--- config.mk ---
export PLATFORM = sky130hd
export DESIGN_NAME = sdtc_front
export DESIGN_NICKNAME = d
export VERILOG_FILES = /design/src/sdtc_pkg.sv /design/src/sdtc_front.sv
export SDC_FILE = /design/constraint.sdc
export NUM_CORES = 1
export LEC_CHECK = 0
export BUFFER_PORTS_ARGS = -buffer_cell sky130_fd_sc_hd__buf_2
export CORE_ASPECT_RATIO = 1.2
export CORE_MARGIN = 2
export CORE_UTILIZATION = 47
export DETAILED_ROUTE_END_ITERATION = 10
export GPL_TIMING_DRIVEN = 1
export PLACE_DENSITY = 0.87
export SYNTH_ARGS = -nofsm -noshare
export SYNTH_HDL_FRONTEND = slang
export SYNTH_SLANG_ARGS = --single-unit
--- constraint.sdc ---
create_clock -name aclk -period 2.8 [get_ports aclk]
set_input_delay 0.42 -clock aclk [delete_from_list [all_inputs] [get_ports aclk]]
set_output_delay 0.42 -clock aclk [all_outputs]
set_load 0.005 [all_outputs]
--- src/sdtc_pkg.sv ---
// Shared types, codes and helpers for the static dictionary text compressor.
`timescale 1ns / 1ps
package sdtc_pkg;

    localparam int ONE_CHAR_START_D   = 3;
    localparam int TWO_CHAR_START_D   = 96;
    localparam int THREE_CHAR_START_D = 176;
    localparam int MAX_LITERAL_D      = 32;
    localparam int MAX_RESULTS        = 64;
    localparam int BUDGET_RESET       = 255;

    localparam logic OP_LOAD = 1'b0;
    localparam logic OP_TEXT = 1'b1;

    localparam logic [7:0] MARK_END = 8'd0;
    localparam logic [7:0] MARK_RUN = 8'd1;
    localparam logic [7:0] MARK_ONE = 8'd2;

    // search outcome codes besides real dictionary codes
    localparam logic [7:0] CODE_EOS  = 8'd0;
    localparam logic [7:0] CODE_NONE = 8'd1;

    typedef struct packed {
        logic        operation;
        logic [7:0]  entry_code;
        logic [23:0] entry_text;
        logic [7:0]  text_byte;
    } item_t;

    typedef enum logic [3:0] {
        ST_IDLE, ST_DECIDE, ST_SCAN, ST_PICK, ST_EVAL, ST_HDR, ST_CNT,
        ST_DATA, ST_POST, ST_CODE, ST_END, ST_DONE
    } state_t;

    function automatic logic [1:0] code_len(input logic [7:0] c, input int one,
                                            input int two, input int three);
        if (int'(c) >= three) return 2'd3;
        if (int'(c) >= two) return 2'd2;
        if (int'(c) >= one) return 2'd1;
        return 2'd0;
    endfunction

    function automatic logic [23:0] len_mask(input logic [1:0] n);
        case (n)
            2'd3:    return 24'hFFFFFF;
            2'd2:    return 24'h00FFFF;
            default: return 24'h0000FF;
        endcase
    endfunction

endpackage

--- src/sdtc_front.sv ---
// Input side: accepts words, unpacks them and queues them for the engine.
`timescale 1ns / 1ps
module sdtc_front import sdtc_pkg::*; (
    input  logic        aclk,
    input  logic        aresetn,
    input  logic        s_tvalid,
    output logic        s_tready,
    input  logic [39:0] s_tdata,
    input  logic        s_tuser,
    output logic        q_valid,
    output item_t       q_item,
    input  logic        q_pop
);

    item_t       slot_reg [2];
    logic        wr_ptr_reg;
    logic        rd_ptr_reg;
    logic [1:0]  cnt_reg;
    logic        push;
    item_t       in_item;

    assign in_item.operation  = s_tuser;
    assign in_item.entry_code = s_tdata[7:0];
    assign in_item.entry_text = s_tdata[31:8];
    assign in_item.text_byte  = s_tdata[39:32];

    assign s_tready = (cnt_reg != 2'd2);
    assign push     = s_tvalid && s_tready;
    assign q_valid  = (cnt_reg != 2'd0);
    assign q_item   = slot_reg[rd_ptr_reg];

    always_ff @(posedge aclk) begin
        if (push) begin
            slot_reg[wr_ptr_reg] <= in_item;
        end
    end

    always_ff @(posedge aclk) begin
        if (!aresetn) begin
            wr_ptr_reg <= 1'b0;
            rd_ptr_reg <= 1'b0;
            cnt_reg    <= 2'd0;
        end else begin
            if (push) wr_ptr_reg <= ~wr_ptr_reg;
            if (q_pop && q_valid) rd_ptr_reg <= ~rd_ptr_reg;
            cnt_reg <= cnt_reg + 2'(push) - 2'(q_pop && q_valid);
        end
    end

endmodule

**After elaboration in Yosys (flattened, before gate mapping)**

Memory sizes are Yosys's and may differ from the RTL's. A register that Yosys moved wholly into a read port is not among the register bits.
Index checks and enable logic that the tools add are counted.

- Bits in registers: 4
- Latch bits: 0
- Memory bits (writable): 82
- Bits in read-only memories: 0
- Bits of input ports: 45
- Output and inout bits: 43
- Logic and storage cells: 16
- Memories: 1

- Add/subtract/negate cells: 2
- $mul: 0
- Divide/modulo/power cells: 0
- $lt $le $gt $ge: 0
- Equal/unequal tests: 1
- Shift-type cells: 0
- Multiplexer cells: 4
- Bitwise gates (word level): 2
- Reductions and logical operators: 3

Memories:

| name | words | width | read ports | clocked after Yosys merged registers in | write ports | line | RTL |
|---|---|---|---|---|---|---|---|
| slot_reg | 2 | 41 | 1 | 1 | 1 | sdtc_front.sv:15 | `item_t slot_reg [2];` |

Operators by type and width:

| operator | number |
|---|---|
| $mux W1 | 4 |
| $add A2 B1 Y2 | 1 |
| $logic_and A1 B1 Y1 | 2 |
| $ne A2 B2 Y1 const B | 1 |
| $not A1 Y1 | 2 |
| $reduce_bool A2 Y1 | 1 |
| $sub A2 B1 Y2 | 1 |

**Depth between registers and ports, before layout**

- Word-level depth: 4
- Depth in mapped cells: 8
- Mapped depth without buffers: 8

**Least setup slack after synthesis**

No wires, ideal clock.

- Kind: register -> register
- From: register cnt_reg[0]
- To: memory slot_reg[0][0] in the netlist's numbering (enable)
- Setup time: 0.439 ns
- Arrival time: 2.334 ns
- Required time: 2.361 ns
- Slack: 0.027 ns
- Cell stages (with the launch flop): 4
- Path buffers: 0
- Clock period less this slack: 2.773 ns
- Path through: dfxtp_1 -> nand2b_1 -> nand2_1 -> nor2_1

- Word-level cells in the longest chain between the ends: 4

RTL lines:

| what | line | RTL |
|---|---|---|
| start, declared | sdtc_front.sv:18 | `logic [1:0] cnt_reg;` |
| start signal, assigned | sdtc_front.sv:46 | `cnt_reg <= cnt_reg + 2'(push) - 2'(q_pop && q_valid);` |
| $ne A2 B2 Y1 | sdtc_front.sv:27 | `assign s_tready = (cnt_reg != 2'd2);` |
| net s_tready | sdtc_front.sv:7 | `output logic s_tready,` |
| $logic_and A1 B1 Y1 | sdtc_front.sv:28 | `assign push = s_tvalid && s_tready;` |
| $mux W1 | sdtc_front.sv:33 | `if (push) begin` |
| $mux W1 (not written as such) | sdtc_front.sv:34 | `slot_reg[wr_ptr_reg] <= in_item;` |
| end, declared | sdtc_front.sv:15 |  |

The timed path passes the listed nets, and every way through them passes these cells.

==> flow_metrics.py <==
metrics = {
    "clock_tree": {
        "cts_resized": 0,
        "cts_root_buffer": "clkbuf_8",
        "cts_tree": "built",
        "cts_hold_buf": 0,
        "cts_buffers": 9,
        "clk_pin_slew_worst_paths_ps": 80,
        "htree_levels": 3,
        "clkSinkCount": 87,
        "cts_buffer_depth": 2,
        "clk_latency_ps": 340,
        "postCtsSetupBuffers": 0,
    },
    "timing": {
        "relSlewSlack_pct": 63.2,
        "max_freq_ghz": 0.521,
        "final-max-slew-violation-count": 0,
        "finalClockSkew_ps": 9.37,
        "post-route-min-period_ps": 1920,
        "tightest_slew_ps": 552,
        "fin_tns_setup_ps": 0,
        "hold_viol_final": 0,
        "fin_crit_sh_pct": 68.5,
        "final-setup-viol-count": 0,
        "rsz0062_at_grt": "false",
    },
    "critical_path": {
        "path_class": "flop to output pin",
        "cp_data_arrival_time_ps": 1500,
        "cp_max_fo": 18,
        "slowest_stage": "dfxtp_2",
        "crit_required_ps": 2380,
        "crit_path_start_kind": "flop",
        "path_buf_inv": 2,
        "slowest_delay_ps": 350,
        "worstPathCellList": "buf_4 -> mux2_4 -> buf_2",
        "end_kind": "output pin",
        "critPathTopFamily": "buffers and inverters",
    },
    "cells_and_area": {
        "area_growth_pct": 21.3,
        "antennaDiodeCount": 0,
        "finalInstanceArea_mm2": 0.00412,
        "fin_util_pct": 59.5,
        "drive_above_1_share_pct": 59.8,
        "largest_reg_flops": 82,
        "final_nets": 297,
    },
    "placement": {
        "dpl-instance-area_mm2": 0.00391,
        "gp_congestion": 0.661,
        "io_buffers": 87,
    },
    "floorplanning": {
        "floorplan.initialDensity_pct": 49.0,
        "fp-row-count": 33,
        "die_h_um": 97.2,
        "dieArea_mm2": 0.00793,
        "pin_count": 88,
        "core_mm2": 0.00694,
        "die_w_um": 81.7,
    },
    "global_routing": {
        "grt_overflow": 0,
        "grt_pass1_wl_um": 8030,
        "antenna_found_initial": 0,
        "grt_pass1_vias": 1678,
        "grt_usage_pct": 14.4,
        "grt_max_degree": 42,
    },
    "pwr": {
        "p_seq_share_pct": 48.4,
        "p_sw_w": 0.000846,
        "vdd_drop_max_v": 0.000624,
        "intPower_w": 0.00266,
        "pwr-share-comb_pct": 26.2,
        "p_sw_share_pct": 24.2,
        "p_leak_nw": 1.64,
        "clock_power_share_pct": 25.4,
        "p_per_area_mw_per_mm2": 849,
    },
    "detailed_routing": {
        "first_iter_violations": 83,
        "via_per_inst": 4.77,
        "wirelength_um": 5340,
        "antenna_left": 0,
        "wl_per_cell_um": 15.7,
        "via_count": 1628,
        "drtPass1Iterations": 4,
        "drc": 0,
    },
    "logic_synthesis": {
        "synth_top_family_by_area": "multiplexers",
        "synth_area_per_cell_um2": 22.4,
        "synth_fa_ha_area_share_pct": 0.736,
        "syn_inst": 152,
        "synth.area.mux_share_pct": 18.3,
        "yosysSeqAreaShare_pct": 75.3,
        "synth_nets": 199,
        "ys_types": 18,
        "synth_compound_area_share_pct": 0.258,
        "syn-cell-area_mm2": 0.00340,
        "synth_xor_area_share_pct": 0.773,
        "ys_seq_elements": 87,
        "ys_warn_count": 0,
        "synth-simple-area-share_pct": 1.80,
    },
    "run_status": {
        "status": "completed",
    },
    "run": {
        "maxCapViolCount": 0,
    },
    "min_path": {
        "hp-class": "input pin to flop",
    },
}
## layer usage
| layer | vias to the layer above | GRT usage [%] | share of wire, % | wire length [um] |
|---|---|---|---|---|
| met5 | - | 0 | 0 | 0 |
| met4 | 0 | 9.23 | 2.2 | 117 |
| met3 | 9 | 3.35 | 5.6 | 299 |
| met2 | 50 | 25.7 | 57 | 3060 |
| met1 | 788 | 14.4 | 35 | 1860 |
| li1 | 781 | - | - | - |
## kinds of logic after synthesis
kind of cell / Yosys count
mux: 42
buf+inv: 6
xor+xnor: 3
flops: 87
compound gates: 1
simple gates: 11
fa+ha+maj: 2
## worst reg2reg max path, stage by stage, from the launching register on
cell	delay [ps]
dfxtp_1	360
nand2b_1	150
nand2_1	140
ha_1	330
inv_1	40
ha_1	180
xnor2_1	130
xnor2_1	120
and2_1	140
## stage by stage
stage | setup slack (ps) | hold slack (ps) | instances | total power, W
floorplan | 27.1 | 455 | 152 | 0.00239
global placement | 1150 | 505 | 326 | 0.00262
detailed placement | 1090 | 511 | 326 | 0.00266
CTS | 847 | 239 | 341 | 0.00356
global route | 820 | 243 | 341 | 0.00368
finish | 882 | 264 | 341 | 0.00350
## area by class of cell
class / instances / area (um2)
clock buffer: 9 / 124
clock inverter: 6 / 86.3
fill: 536 / 2810
inverter: 1 / 3.75
multi-input combinational: 59 / 752
sequential: 87 / 2560
tap: 87 / 109
timing repair buffer: 92 / 485
## cells in the final DEF, fill, tap and decap left out, drive strengths merged
cell type	Yosys	layout
nor2	1	1
or2	1	1
o21a	1	1
nand2	2	2
and3	1	1
bufinv	0	2
and2	2	2
clkinv	0	4
xnor2	3	3
buf	5	92
nand2b	2	2
inv	1	1
clkbuf	0	9
edfxtp	82	82
mux2i	1	1
nor2b	2	2
mux2	41	41
ha	2	2
dfxtp	5	5
## path summary, 6_finish.rpt
| kind | from | end | slack [ps] | cells past startpoint |
|---|---|---|---|---|
| max reg2reg | cnt_reg[0]$_SDFF_PN0_ | cnt_reg[1]$_SDFF_PN0_ | 1120 | 8 |
| min reg2reg | wr_ptr_reg$_SDFFE_PN0N_ | wr_ptr_reg$_SDFFE_PN0N_ | 520 | 2 |
| min | s_tdata[18] | slot_reg[1][18]$_DFFE_PP_ | 260 | 1 |
| max | flop | q_item[31] | 880 | 3 |
## power groups by stage
stage / combinational (W) / sequential [W] / clock (W)
2_1_floorplan: 0.000684 / 0.00171 / 0
4_1_cts: 0.000937 / 0.00170 / 0.000920
6_report: 0.000916 / 0.00169 / 0.000891
3_3_place_gp: 0.000911 / 0.00171 / 0
5_1_grt: 0.00100 / 0.00171 / 0.000963
3_5_place_dp: 0.000934 / 0.00173 / 0
## Yosys cell counts
cell	instances	area, um2
nor2_1	1	3.75
nor2b_1	2	12.5
and3_1	1	6.26
mux2_4	40	601
buf_6	1	11.3
o21a_2	1	8.76
xnor2_1	3	26.3
or2_2	1	6.26
dfxtp_1	5	100
buf_12	4	80.1
nand2b_1	2	12.5
and2_1	2	12.5
inv_1	1	3.75
mux2_2	1	11.3
edfxtp_1	82	2460
mux2i_1	1	10.0
ha_1	2	25.0
nand2_1	2	7.51
(Power assumes the default switching activity.)
